File: config.mk
export PLATFORM = sky130hd
export DESIGN_NAME = rx_packet_slot_manager
export DESIGN_NICKNAME = d
export VERILOG_FILES = /design/src/design/rxpsm_pkg.sv /design/src/design/rxpsm_cell.sv /design/src/design/rxpsm_ctrl.sv /design/src/design/rx_packet_slot_manager.sv
export VERILOG_INCLUDE_DIRS = /design/src /design/src/design
export SDC_FILE = /design/constraint.sdc
export NUM_CORES = 2
export LEC_CHECK = 0
export BUFFER_PORTS_ARGS = -buffer_cell sky130_fd_sc_hd__buf_2
export CAP_MARGIN = 20
export CORE_ASPECT_RATIO = 0.75
export CORE_MARGIN = 2
export CORE_UTILIZATION = 40
export DETAILED_ROUTE_END_ITERATION = 6
export MAX_ROUTING_LAYER = met4
export PLACE_DENSITY = 0.6
export SLEW_MARGIN = 5
export SYNTH_ARGS = -nofsm -noshare
export SYNTH_HDL_FRONTEND = slang
export SYNTH_SLANG_ARGS = --single-unit
File: constraint.sdc
create_clock -name clock -period 15.2 [get_ports clock]
set_input_delay 2.28 -clock clock [delete_from_list [all_inputs] [get_ports clock]]
set_output_delay 2.28 -clock clock [all_outputs]
set_load 0.05 [all_outputs]
File: src/design/rx_packet_slot_manager_macros.svh
// assertion macros for the rx packet slot manager
// expects signals named clock and reset in the including module
`ifndef RX_PACKET_SLOT_MANAGER_MACROS_SVH
`define RX_PACKET_SLOT_MANAGER_MACROS_SVH
`ifndef SYNTHESIS
`define RXPSM_ASSERT(label, prop) \
   label: assert property (@(posedge clock) disable iff (reset) prop) \
      else $error("rxpsm: check failed");
`define RXPSM_ASSERT_NEXT(label, pre, post) \
   label: assert property (@(posedge clock) disable iff (reset) (pre) |=> (post)) \
      else $error("rxpsm: check failed");
`else
`define RXPSM_ASSERT(label, prop)
`define RXPSM_ASSERT_NEXT(label, pre, post)
`endif
`endif

File: src/design/rxpsm_pkg.sv
// shared types, constants and position helpers of the rx packet slot manager
// no dependencies
`default_nettype none
package rxpsm_pkg;

   localparam int SLOT_COUNT   = 16;
   localparam int NODE_ID_BITS = 8;
   localparam int SLOT_BITS    = $clog2(SLOT_COUNT);
   localparam int COUNT_BITS   = SLOT_BITS + 1;
   localparam int MODE_BITS    = 3;

   localparam int REQ_FIELD_BITS = SLOT_BITS + NODE_ID_BITS;
   localparam int REQ_DATA_BITS  = ((REQ_FIELD_BITS + 7) / 8) * 8;
   localparam int RSP_FIELD_BITS = 1 + 3 * SLOT_BITS;
   localparam int RSP_DATA_BITS  = ((RSP_FIELD_BITS + 7) / 8) * 8;
   localparam int RSP_PAD_BITS   = RSP_DATA_BITS - RSP_FIELD_BITS;

   localparam logic [COUNT_BITS-1:0] MIN_COUNT = COUNT_BITS'(2);
   localparam logic [COUNT_BITS-1:0] MAX_COUNT = COUNT_BITS'(SLOT_COUNT);

   localparam logic [MODE_BITS-1:0] MODE_ALLOC   = 3'd0;
   localparam logic [MODE_BITS-1:0] MODE_ENQUEUE = 3'd1;
   localparam logic [MODE_BITS-1:0] MODE_FLUSH   = 3'd2;
   localparam logic [MODE_BITS-1:0] MODE_PEEK    = 3'd3;
   localparam logic [MODE_BITS-1:0] MODE_POP     = 3'd4;

   typedef enum logic [1:0] {
      SWEEP_ALLOC,
      SWEEP_FLUSH,
      SWEEP_SKIP
   } sweep_op_type;

   // what travels from cell to cell along the chain
   typedef struct packed {
      logic                  token;
      sweep_op_type          op;
      logic                  found;
      logic [SLOT_BITS-1:0]  head_gap;
      logic [SLOT_BITS-1:0]  pos;
      logic [SLOT_BITS-1:0]  slot;
      logic [SLOT_COUNT-1:0] free_mask;
   } carry_type;

   // broadcast from the controller to every cell
   typedef struct packed {
      logic                    clear_all;
      logic                    ent_we;
      logic [SLOT_BITS-1:0]    ent_pos;
      logic [SLOT_BITS-1:0]    ent_slot;
      logic                    src_we;
      logic [SLOT_BITS-1:0]    src_slot;
      logic [NODE_ID_BITS-1:0] node;
      logic [SLOT_COUNT-1:0]   busy_clr;
      logic                    kill_we;
      logic [SLOT_BITS-1:0]    kill_pos;
      logic [SLOT_BITS-1:0]    head;
      logic [SLOT_BITS-1:0]    level;
      logic [COUNT_BITS-1:0]   count;
   } cmd_type;

   function automatic logic [SLOT_BITS-1:0] next_pos(input logic [SLOT_BITS-1:0] p,
                                                    input logic [COUNT_BITS-1:0] count);
      logic [COUNT_BITS-1:0] inc;
      inc = {1'b0, p} + COUNT_BITS'(1);
      if (inc >= count) begin
         return '0;
      end
      return inc[SLOT_BITS-1:0];
   endfunction

   // circular distance from b forward to a
   function automatic logic [SLOT_BITS-1:0] circ_dist(input logic [SLOT_BITS-1:0] a,
                                                     input logic [SLOT_BITS-1:0] b,
                                                     input logic [COUNT_BITS-1:0] count);
      logic [COUNT_BITS-1:0] diff;
      if (a >= b) begin
         diff = {1'b0, a} - {1'b0, b};
      end else begin
         diff = {1'b0, a} + count - {1'b0, b};
      end
      return diff[SLOT_BITS-1:0];
   endfunction

endpackage
`default_nettype wire

File: src/design/rxpsm_cell.sv
// one cell of the chain: a queue position and a slot with its busy flag and source
// depends on rxpsm_pkg
`default_nettype none
module rxpsm_cell (
   input  logic                                  clock,
   input  logic                                  reset,
   input  logic [rxpsm_pkg::SLOT_BITS-1:0]       cell_idx,
   input  rxpsm_pkg::cmd_type                    cmd,
   input  logic [rxpsm_pkg::SLOT_COUNT-1:0]      match_vec,
   input  rxpsm_pkg::carry_type                  chain_in,
   output rxpsm_pkg::carry_type                  chain_out,
   output logic                                  match
);
   import rxpsm_pkg::*;

   logic                    busy_ff, busy_in;
   logic                    valid_ff, valid_in;
   logic [SLOT_BITS-1:0]    slot_ff, slot_in;
   logic [NODE_ID_BITS-1:0] source_ff, source_in;
   carry_type               carry_ff, carry_in;
   logic                    in_use;
   logic                    in_range;
   logic [SLOT_BITS-1:0]    head_gap;

   always_comb begin
      in_use    = {1'b0, cell_idx} < cmd.count;
      head_gap  = circ_dist(cell_idx, cmd.head, cmd.count);
      in_range  = in_use && (head_gap < cmd.level);
      busy_in   = busy_ff;
      valid_in  = valid_ff;
      slot_in   = slot_ff;
      source_in = source_ff;
      carry_in  = chain_in;

      if (chain_in.token) begin
         case (chain_in.op)
            SWEEP_ALLOC: begin
               if (!chain_in.found && in_use && !busy_ff) begin
                  busy_in        = 1'b1;
                  carry_in.found = 1'b1;
                  carry_in.pos   = cell_idx;
               end
            end
            SWEEP_FLUSH: begin
               if (in_range && valid_ff && match_vec[slot_ff]) begin
                  valid_in                    = 1'b0;
                  carry_in.free_mask[slot_ff] = 1'b1;
               end
            end
            SWEEP_SKIP: begin
               // nearest valid entry at or after the head, in circular order
               if (in_range && valid_ff &&
                   (!chain_in.found || head_gap < chain_in.head_gap)) begin
                  carry_in.found    = 1'b1;
                  carry_in.head_gap = head_gap;
                  carry_in.pos      = cell_idx;
                  carry_in.slot     = slot_ff;
               end
            end
            default: begin
            end
         endcase
      end

      if (cmd.ent_we && cmd.ent_pos == cell_idx) begin
         valid_in = 1'b1;
         slot_in  = cmd.ent_slot;
      end
      if (cmd.src_we && cmd.src_slot == cell_idx) begin
         source_in = cmd.node;
      end
      if (cmd.busy_clr[cell_idx]) begin
         busy_in = 1'b0;
      end
      if (cmd.kill_we && cmd.kill_pos == cell_idx) begin
         valid_in = 1'b0;
      end
      if (cmd.clear_all) begin
         busy_in  = 1'b0;
         valid_in = 1'b0;
      end
   end

   always_ff @(posedge clock) begin
      if (reset) begin
         busy_ff  <= 1'b0;
         valid_ff <= 1'b0;
         carry_ff <= '0;
      end else begin
         busy_ff  <= busy_in;
         valid_ff <= valid_in;
         carry_ff <= carry_in;
      end
   end

   always_ff @(posedge clock) begin
      slot_ff   <= slot_in;
      source_ff <= source_in;
   end

   assign chain_out = carry_ff;
   assign match     = (source_ff == cmd.node);

endmodule
`default_nettype wire

File: src/design/rxpsm_ctrl.sv
// controller: head and tail pointers, level mark, sweep launch and result register
// depends on rxpsm_pkg
`default_nettype none
module rxpsm_ctrl (
   input  logic                                  clock,
   input  logic                                  reset,
   input  logic                                  req_tvalid,
   output logic                                  req_tready,
   input  logic [rxpsm_pkg::MODE_BITS-1:0]       req_mode,
   input  logic [rxpsm_pkg::SLOT_BITS-1:0]       req_slot,
   input  logic [rxpsm_pkg::NODE_ID_BITS-1:0]    req_src_node,
   output logic                                  rsp_tvalid,
   input  logic                                  rsp_tready,
   output logic                                  rsp_status,
   output logic [rxpsm_pkg::SLOT_BITS-1:0]       rsp_result_slot,
   output logic [rxpsm_pkg::SLOT_BITS-1:0]       rsp_queue_level,
   output logic [rxpsm_pkg::SLOT_BITS-1:0]       rsp_high_water,
   input  logic                                  csr_we,
   input  logic [rxpsm_pkg::COUNT_BITS-1:0]      csr_wdata,
   output rxpsm_pkg::cmd_type                    cmd,
   output rxpsm_pkg::carry_type                  inject,
   input  rxpsm_pkg::carry_type                  chain_tail
);
   import rxpsm_pkg::*;

   typedef enum logic [1:0] {
      ST_IDLE,
      ST_SWEEP,
      ST_REPORT
   } state_type;

   state_type               state_ff, state_in;
   logic [SLOT_BITS-1:0]    head_ff, head_in;
   logic [SLOT_BITS-1:0]    tail_ff, tail_in;
   logic [SLOT_BITS-1:0]    peak_ff, peak_in;
   logic [COUNT_BITS-1:0]   count_ff, count_in;
   logic [MODE_BITS-1:0]    mode_ff, mode_in;
   logic [NODE_ID_BITS-1:0] node_ff, node_in;
   logic                    status_ff, status_in;
   logic [SLOT_BITS-1:0]    result_ff, result_in;
   carry_type               inject_ff, inject_in;
   logic                    rsp_valid_ff, rsp_valid_in;
   logic                    rsp_status_ff, rsp_status_in;
   logic [SLOT_BITS-1:0]    rsp_slot_ff, rsp_slot_in;
   logic [SLOT_BITS-1:0]    rsp_level_ff, rsp_level_in;
   logic [SLOT_BITS-1:0]    rsp_peak_ff, rsp_peak_in;

   logic [SLOT_BITS-1:0]    level;
   logic [SLOT_BITS-1:0]    tail_next;
   logic                    full;
   logic                    ready;
   logic                    accept;

   always_comb begin
      level     = circ_dist(tail_ff, head_ff, count_ff);
      tail_next = next_pos(tail_ff, count_ff);
      full      = (tail_next == head_ff);
      ready     = (state_ff == ST_IDLE) && (!rsp_valid_ff || rsp_tready);
      accept    = req_tvalid && ready;

      state_in      = state_ff;
      head_in       = head_ff;
      tail_in       = tail_ff;
      peak_in       = peak_ff;
      count_in      = count_ff;
      mode_in       = mode_ff;
      node_in       = node_ff;
      status_in     = status_ff;
      result_in     = result_ff;
      inject_in     = '0;
      rsp_valid_in  = rsp_valid_ff && !rsp_tready;
      rsp_status_in = rsp_status_ff;
      rsp_slot_in   = rsp_slot_ff;
      rsp_level_in  = rsp_level_ff;
      rsp_peak_in   = rsp_peak_ff;

      cmd       = '0;
      cmd.node  = node_ff;
      cmd.head  = head_ff;
      cmd.level = level;
      cmd.count = count_ff;

      if (csr_we) begin
         if (csr_wdata < MIN_COUNT) begin
            count_in = MIN_COUNT;
         end else if (csr_wdata > MAX_COUNT) begin
            count_in = MAX_COUNT;
         end else begin
            count_in = csr_wdata;
         end
         head_in       = '0;
         tail_in       = '0;
         cmd.clear_all = 1'b1;
      end

      unique case (state_ff)
         ST_IDLE: begin
            if (accept) begin
               mode_in   = req_mode;
               node_in   = req_src_node;
               status_in = 1'b0;
               result_in = '0;
               state_in  = ST_REPORT;
               case (req_mode) inside
                  MODE_ALLOC: begin
                     if (full) begin
                        status_in = 1'b1;
                     end else begin
                        inject_in.token = 1'b1;
                        inject_in.op    = SWEEP_ALLOC;
                        state_in        = ST_SWEEP;
                     end
                  end
                  MODE_ENQUEUE: begin
                     if (full) begin
                        status_in = 1'b1;
                     end else begin
                        cmd.ent_we   = 1'b1;
                        cmd.ent_pos  = tail_ff;
                        cmd.ent_slot = req_slot;
                        cmd.src_we   = 1'b1;
                        cmd.src_slot = req_slot;
                        cmd.node     = req_src_node;
                        tail_in      = tail_next;
                     end
                  end
                  MODE_FLUSH: begin
                     inject_in.token = 1'b1;
                     inject_in.op    = SWEEP_FLUSH;
                     state_in        = ST_SWEEP;
                  end
                  MODE_PEEK, MODE_POP: begin
                     inject_in.token = 1'b1;
                     inject_in.op    = SWEEP_SKIP;
                     state_in        = ST_SWEEP;
                  end
                  default: begin
                  end
               endcase
            end
         end
         ST_SWEEP: begin
            // finish once the token leaves the last cell
            if (chain_tail.token) begin
               state_in = ST_REPORT;
               case (mode_ff) inside
                  MODE_ALLOC: begin
                     status_in = !chain_tail.found;
                     result_in = chain_tail.found ? chain_tail.pos : '0;
                  end
                  MODE_FLUSH: begin
                     cmd.busy_clr = chain_tail.free_mask;
                  end
                  MODE_PEEK, MODE_POP: begin
                     if (!chain_tail.found) begin
                        status_in = 1'b1;
                        head_in   = tail_ff;
                     end else begin
                        result_in = chain_tail.slot;
                        if (mode_ff == MODE_POP) begin
                           cmd.busy_clr[chain_tail.slot] = 1'b1;
                           cmd.kill_we                   = 1'b1;
                           cmd.kill_pos                  = chain_tail.pos;
                           head_in = next_pos(chain_tail.pos, count_ff);
                        end else begin
                           head_in = chain_tail.pos;
                        end
                     end
                  end
                  default: begin
                  end
               endcase
            end
         end
         ST_REPORT: begin
            // level never exceeds the mark except just after an enqueue
            peak_in       = (level > peak_ff) ? level : peak_ff;
            rsp_valid_in  = 1'b1;
            rsp_status_in = status_ff;
            rsp_slot_in   = result_ff;
            rsp_level_in  = level;
            rsp_peak_in   = (level > peak_ff) ? level : peak_ff;
            state_in      = ST_IDLE;
         end
         default: begin
            state_in = ST_IDLE;
         end
      endcase
   end

   always_ff @(posedge clock) begin
      if (reset) begin
         state_ff      <= ST_IDLE;
         head_ff       <= '0;
         tail_ff       <= '0;
         peak_ff       <= '0;
         count_ff      <= MAX_COUNT;
         mode_ff       <= '0;
         node_ff       <= '0;
         status_ff     <= 1'b0;
         result_ff     <= '0;
         inject_ff     <= '0;
         rsp_valid_ff  <= 1'b0;
         rsp_status_ff <= 1'b0;
         rsp_slot_ff   <= '0;
         rsp_level_ff  <= '0;
         rsp_peak_ff   <= '0;
      end else begin
         state_ff      <= state_in;
         head_ff       <= head_in;
         tail_ff       <= tail_in;
         peak_ff       <= peak_in;
         count_ff      <= count_in;
         mode_ff       <= mode_in;
         node_ff       <= node_in;
         status_ff     <= status_in;
         result_ff     <= result_in;
         inject_ff     <= inject_in;
         rsp_valid_ff  <= rsp_valid_in;
         rsp_status_ff <= rsp_status_in;
         rsp_slot_ff   <= rsp_slot_in;
         rsp_level_ff  <= rsp_level_in;
         rsp_peak_ff   <= rsp_peak_in;
      end
   end

   assign req_tready      = ready;
   assign rsp_tvalid      = rsp_valid_ff;
   assign rsp_status      = rsp_status_ff;
   assign rsp_result_slot = rsp_slot_ff;
   assign rsp_queue_level = rsp_level_ff;
   assign rsp_high_water  = rsp_peak_ff;
   assign inject          = inject_ff;

endmodule
`default_nettype wire

File: src/design/rx_packet_slot_manager.sv
// top level of the rx packet slot manager: controller plus a chain of cells
// depends on rxpsm_pkg, rxpsm_ctrl, rxpsm_cell and rx_packet_slot_manager_macros.svh
//
// Slot pool with a circular arrival queue, one item at a time. Enqueue and the
// unused modes go straight to the report state and raise rsp_tvalid from there.
// Allocate (queue not full), flush, peek and pop send a token down a chain of
// 16 cells, one cell a cycle, and raise rsp_tvalid after the token has left the
// last cell; the length of that chain sets the rate. An allocate on a full
// queue behaves like an enqueue in time. A result that waits for rsp_tready
// holds off the next item. A write to the entries-in-use register empties the
// pool and the queue and keeps the high-water mark; it must only be made while
// the block is idle.
`default_nettype none
`include "rx_packet_slot_manager_macros.svh"
module rx_packet_slot_manager (
   input  logic                                  clock,
   input  logic                                  reset,
   input  logic                                  req_tvalid,
   output logic                                  req_tready,
   // slot, src_node
   input  logic [rxpsm_pkg::REQ_DATA_BITS-1:0]   req_tdata,
   // mode
   input  logic [rxpsm_pkg::MODE_BITS-1:0]       req_tuser,
   output logic                                  rsp_tvalid,
   input  logic                                  rsp_tready,
   // status, result_slot, queue_level, high_water
   output logic [rxpsm_pkg::RSP_DATA_BITS-1:0]   rsp_tdata,
   input  logic                                  csr_we,
   input  logic [rxpsm_pkg::COUNT_BITS-1:0]      csr_wdata
);
   import rxpsm_pkg::*;

   cmd_type                 cmd;
   carry_type               chain [SLOT_COUNT+1];
   logic [SLOT_COUNT-1:0]   match_vec;
   logic [SLOT_COUNT-1:0]   token_vec;
   logic                    rsp_status;
   logic [SLOT_BITS-1:0]    rsp_result_slot;
   logic [SLOT_BITS-1:0]    rsp_queue_level;
   logic [SLOT_BITS-1:0]    rsp_high_water;

   rxpsm_ctrl u_ctrl (
      .clock           (clock),
      .reset           (reset),
      .req_tvalid      (req_tvalid),
      .req_tready      (req_tready),
      .req_mode        (req_tuser),
      .req_slot        (req_tdata[SLOT_BITS-1:0]),
      .req_src_node    (req_tdata[SLOT_BITS +: NODE_ID_BITS]),
      .rsp_tvalid      (rsp_tvalid),
      .rsp_tready      (rsp_tready),
      .rsp_status      (rsp_status),
      .rsp_result_slot (rsp_result_slot),
      .rsp_queue_level (rsp_queue_level),
      .rsp_high_water  (rsp_high_water),
      .csr_we          (csr_we),
      .csr_wdata       (csr_wdata),
      .cmd             (cmd),
      .inject          (chain[0]),
      .chain_tail      (chain[SLOT_COUNT])
   );

   for (genvar g = 0; g < SLOT_COUNT; g++) begin : g_cell
      rxpsm_cell u_cell (
         .clock     (clock),
         .reset     (reset),
         .cell_idx  (SLOT_BITS'(g)),
         .cmd       (cmd),
         .match_vec (match_vec),
         .chain_in  (chain[g]),
         .chain_out (chain[g+1]),
         .match     (match_vec[g])
      );
      assign token_vec[g] = chain[g+1].token;
   end

   assign rsp_tdata = {{RSP_PAD_BITS{1'b0}}, rsp_high_water, rsp_queue_level,
                       rsp_result_slot, rsp_status};

   `RXPSM_ASSERT(a_single_token, $onehot0(token_vec))
   `RXPSM_ASSERT(a_busy_while_sweeping, (|token_vec) |-> !req_tready)
   `RXPSM_ASSERT(a_room_for_result, (req_tvalid && req_tready) |-> (!rsp_tvalid || rsp_tready))
   `RXPSM_ASSERT_NEXT(a_one_item_at_a_time, req_tvalid && req_tready, !req_tready)

endmodule
`default_nettype wire
==> flow_summary.ini <==
[timing]
finalSetupViolCount = 0
worst_pin_slew_ns = 1.272
maxSlewHeadroom_pct = 15.23
fin_crit_ns = 7.097
fin_worst_skew_ns = 0.02330
hold_viol = 0
rsz0062_at_grt = false
fin_crit_sh_pct = 46.69
drv_slew = 0
max_freq_mhz = 140.9
fin_tns_setup_ns = 0

[critical_path]
ff2ff_setup_slack_ns = 8.10
criticalPathCategory = reg -> reg
critPathCaptureType = register
startpoint = u_ctrl.tail_ff[1]
r2r-end = g_cell[11].u_cell.chain_out[0]
cp.required_ns = 15.76
worstSetupEndpoint = g_cell[11].u_cell.chain_out[0]
r2r_start = u_ctrl.tail_ff[1]
cp.arrival_ns = 7.66
cp-start-kind = register
cp_max_fo = 22
reg2regPathDepth = 16

[clock_tree]
clock_path_buffers = 3
cts-buffers-inserted = 73
clk_pin_slew_worst_paths_ns = 0.07
clkLatencyLatePin_ns = 0.67
cts.sinks = 763
holdBufCountCts = 0
cts-resized-gates = 0
clk_root_buffer_cell = clkbuf_16
cts_tree = yes
htreeDepth = 3
postCtsSetupRepairBufs = 0

[global_route]
grt_max_degree = 176
antenna_found_initial = 5
grtUsageTotal_pct = 27.66
grt_pass1_vias = 29640
grt_pass1_wl_mm = 197.9
overflow = 0

[synthesis]
yosys.area.top_type = dfxtp_1
netlist_area_um2 = 38410
synth_top_cell_area_share_pct = 29.76
syn_area_per_cell_um2 = 9.514
synth_ff_type = dfxtp_1
ys_seq_area_share_pct = 44.77
synth_warnings = 0
ys_async_sr_fraction_pct = 0
netlist_instances = 4037
synth-seq-cells = 763
synth_area_leaders = dfxtp_1 (30%), edfxtp_1 (15%), nor2_1 (4.5%)
synth_edf_count = 192
yosysUniqueCellTypes = 110

[placed_design]
gp_congestion = 0.9476
dp_hpwl_mm = 94.78
io_buffers = 39

[power]
clock_power_share_pct = 45.5
p_int_uw = 3278
pwr-share-comb_pct = 6.0
powerDensity_nw_per_um2 = 102.3
power_frac_seq_pct = 48.4
switching_share_pct = 24.18
power.total_uw = 4323
p_leak_uw = 0.01507
switchingPower_uw = 1045
vdd_drop_max_mv = 0.08479

[floorplanning]
die_w_um = 361.8
core_um2 = 95270
dieArea_um2 = 98540
floorplan.initialDensity_pct = 40.31
dieHeight_um = 272.4
pin_count = 47
num_rows = 98

[finish]
drive_gt1_share_pct = 8.748
final_nets = 4145
area_growth_pct = 10.08
regArea_um2 = 17200
finalCoreUtilization_pct = 44.38
num-fill-cells = 9164
multi_input_area_um2 = 19330

[drt]
ant_nets = 0
vias = 32140
via_per_inst = 6.087
drc = 10
wirelength_mm = 135.3
drt_iter0_drc = 4528
first_pass_iters = 7
wl_per_cell_um = 25.62

[worst_hold_path]
holdCritPathClass = reg -> reg

[outcome]
violations = DRC
status = finished, violations left

[job]
drv_cap = 0
worst min path at each step:
stage / from / endpoint / slack (ns) / cells after the start
floorplan: g_cell[11].u_cell.chain_out[4] / g_cell[12].u_cell.chain_out[4] / 0.40 / 2
detailed placement: g_cell[11].u_cell.chain_out[6] / g_cell[12].u_cell.chain_out[6] / 0.41 / 2
CTS: g_cell[11].u_cell.chain_out[6] / g_cell[12].u_cell.chain_out[6] / 0.43 / 2
global placement: g_cell[11].u_cell.chain_out[6] / g_cell[12].u_cell.chain_out[6] / 0.41 / 2
global route: g_cell[11].u_cell.chain_out[6] / g_cell[12].u_cell.chain_out[6] / 0.44 / 2
finish: g_cell[6].u_cell.chain_out[0] / g_cell[7].u_cell.chain_out[0] / 0.43 / 2
flip-flops by register name, indices dropped and copies added (netlist names), 5 cells and up:
| name | cells |
|---|---|
| g_cell.u_cell.chain_out | 491 |
| g_cell.u_cell.source_ff | 128 |
| g_cell.u_cell.slot_ff | 64 |
| g_cell.u_cell.busy_ff | 16 |
| g_cell.u_cell.valid_ff | 16 |
| u_ctrl.node_ff | 8 |
| u_ctrl.count_ff | 5 |
through the flow:
| step | std cells | worst slack, ns | hold slack, ns | instance area [um^2] |
|---|---|---|---|---|
| finish | 5280 | 8.103 | 0.4289 | 42280 |
| global route | 5277 | 7.993 | 0.4404 | 42270 |
| CTS | 5272 | 8.368 | 0.4301 | 42240 |
| detailed placement | 5138 | 8.318 | 0.4129 | 39690 |
| global placement | 5138 | 8.358 | 0.4137 | 39690 |
| floorplan | 4039 | 9.630 | 0.3960 | 38410 |
per-layer routing:
layer | vias up | global-route usage, % | share of wire (%)
met1 | 15640 | 41.17 | 47
met5 | - | - | 0
met2 | 1775 | 36.01 | 39
met3 | 220 | 7.592 | 12
li1 | 14500 | - | -
met4 | 0 | 7.325 | 2.2
cell usage after synthesis (all sizes together) (26+ instances only):
cell type / n
nor4: 49
clkbuf: 202
inv: 231
and3: 29
dfxtp: 571
xor2: 96
a21oi: 185
edfxtp: 192
nor2: 466
o22ai: 33
nand3: 67
a21o: 52
mux2i: 152
o21ai: 96
a31oi: 62
o31ai: 29
o211ai: 32
o2bb2ai: 52
nor2b: 100
a41oi: 28
buf: 53
ha: 137
nand2: 231
a211oi: 32
nand4: 45
o32ai: 43
and2: 26
nand2b: 51
xnor2: 103
o21a: 48
a22o: 36
nor3: 108
placed cells by master (no fill, tap or decap), types with 25 or more instances in the layout:
master / count
dfxtp_1: 571
nor2_1: 464
nand2_1: 231
inv_1: 229
edfxtp_1: 192
a21oi_1: 184
mux2i_1: 151
ha_1: 137
nor3_1: 104
nor2b_1: 100
xnor2_1: 99
xor2_1: 95
o21ai_0: 89
clkbuf_16: 78
nand3_1: 66
buf_4: 64
a31oi_1: 60
a21o_1: 52
o2bb2ai_1: 52
nand2b_1: 51
o21a_1: 48
nor4_1: 47
nand4_1: 43
o32ai_1: 40
buf_2: 38
a22o_1: 36
o22ai_1: 33
a211oi_1: 31
o211ai_1: 30
and3_1: 29
o31ai_1: 28
a41oi_1: 28
and2_1: 26
o221ai_1: 25
power groups by stage:
| stage | registers, uW | logic (uW) | clock network [uW] |
|---|---|---|---|
| 6_report | 2090 | 261 | 1970 |
| 5_1_grt | 2090 | 275 | 2070 |
| 4_1_cts | 2090 | 253 | 1990 |
| 3_5_place_dp | 2140 | 252 | 0 |
| 3_3_place_gp | 2140 | 250 | 0 |
| 2_1_floorplan | 2140 | 163 | 0 |
area by class of cell:
cell class	count	area share [%]
clock inverters	29	0.8197
diodes	6	0.03551
multi-input cells	2783	45.71
inverters	238	2.119
clock buffers	105	5.211
flip-flops and latches	763	40.67
repair buffers	106	1.731
well taps	1250	3.699
critical path, cell delays in order (launching register included):
cell and delay, ns:
dfxtp_1 0.80, ha_1 0.34, xor2_2 0.25, ha_1 0.31, a21o_1 0.17, a31oi_2 0.34
mux2i_1 0.56, nor3_2 0.09, buf_4 0.26, a31oi_4 0.56, buf_4 0.36, mux2i_1 0.53
or2_1 1.01, mux2i_1 0.24, o41ai_1 0.62, nor3_1 0.27, a22o_1 0.26
kinds of logic after synthesis:
group | count (synthesis) | synth area share (%)
AO/OA/AOI/OAI | 936 | 17.77
XOR/XNOR | 199 | 4.616
adder cells (fa/ha/maj) | 151 | 5.193
buffers and inverters | 493 | 5.066
flip-flops | 763 | 44.77
multiplexers | 195 | 5.926
other | 1 | 0.009764
AND/OR/NAND/NOR | 1299 | 16.65
No activity file was read; power rests on OpenSTA's default activity.
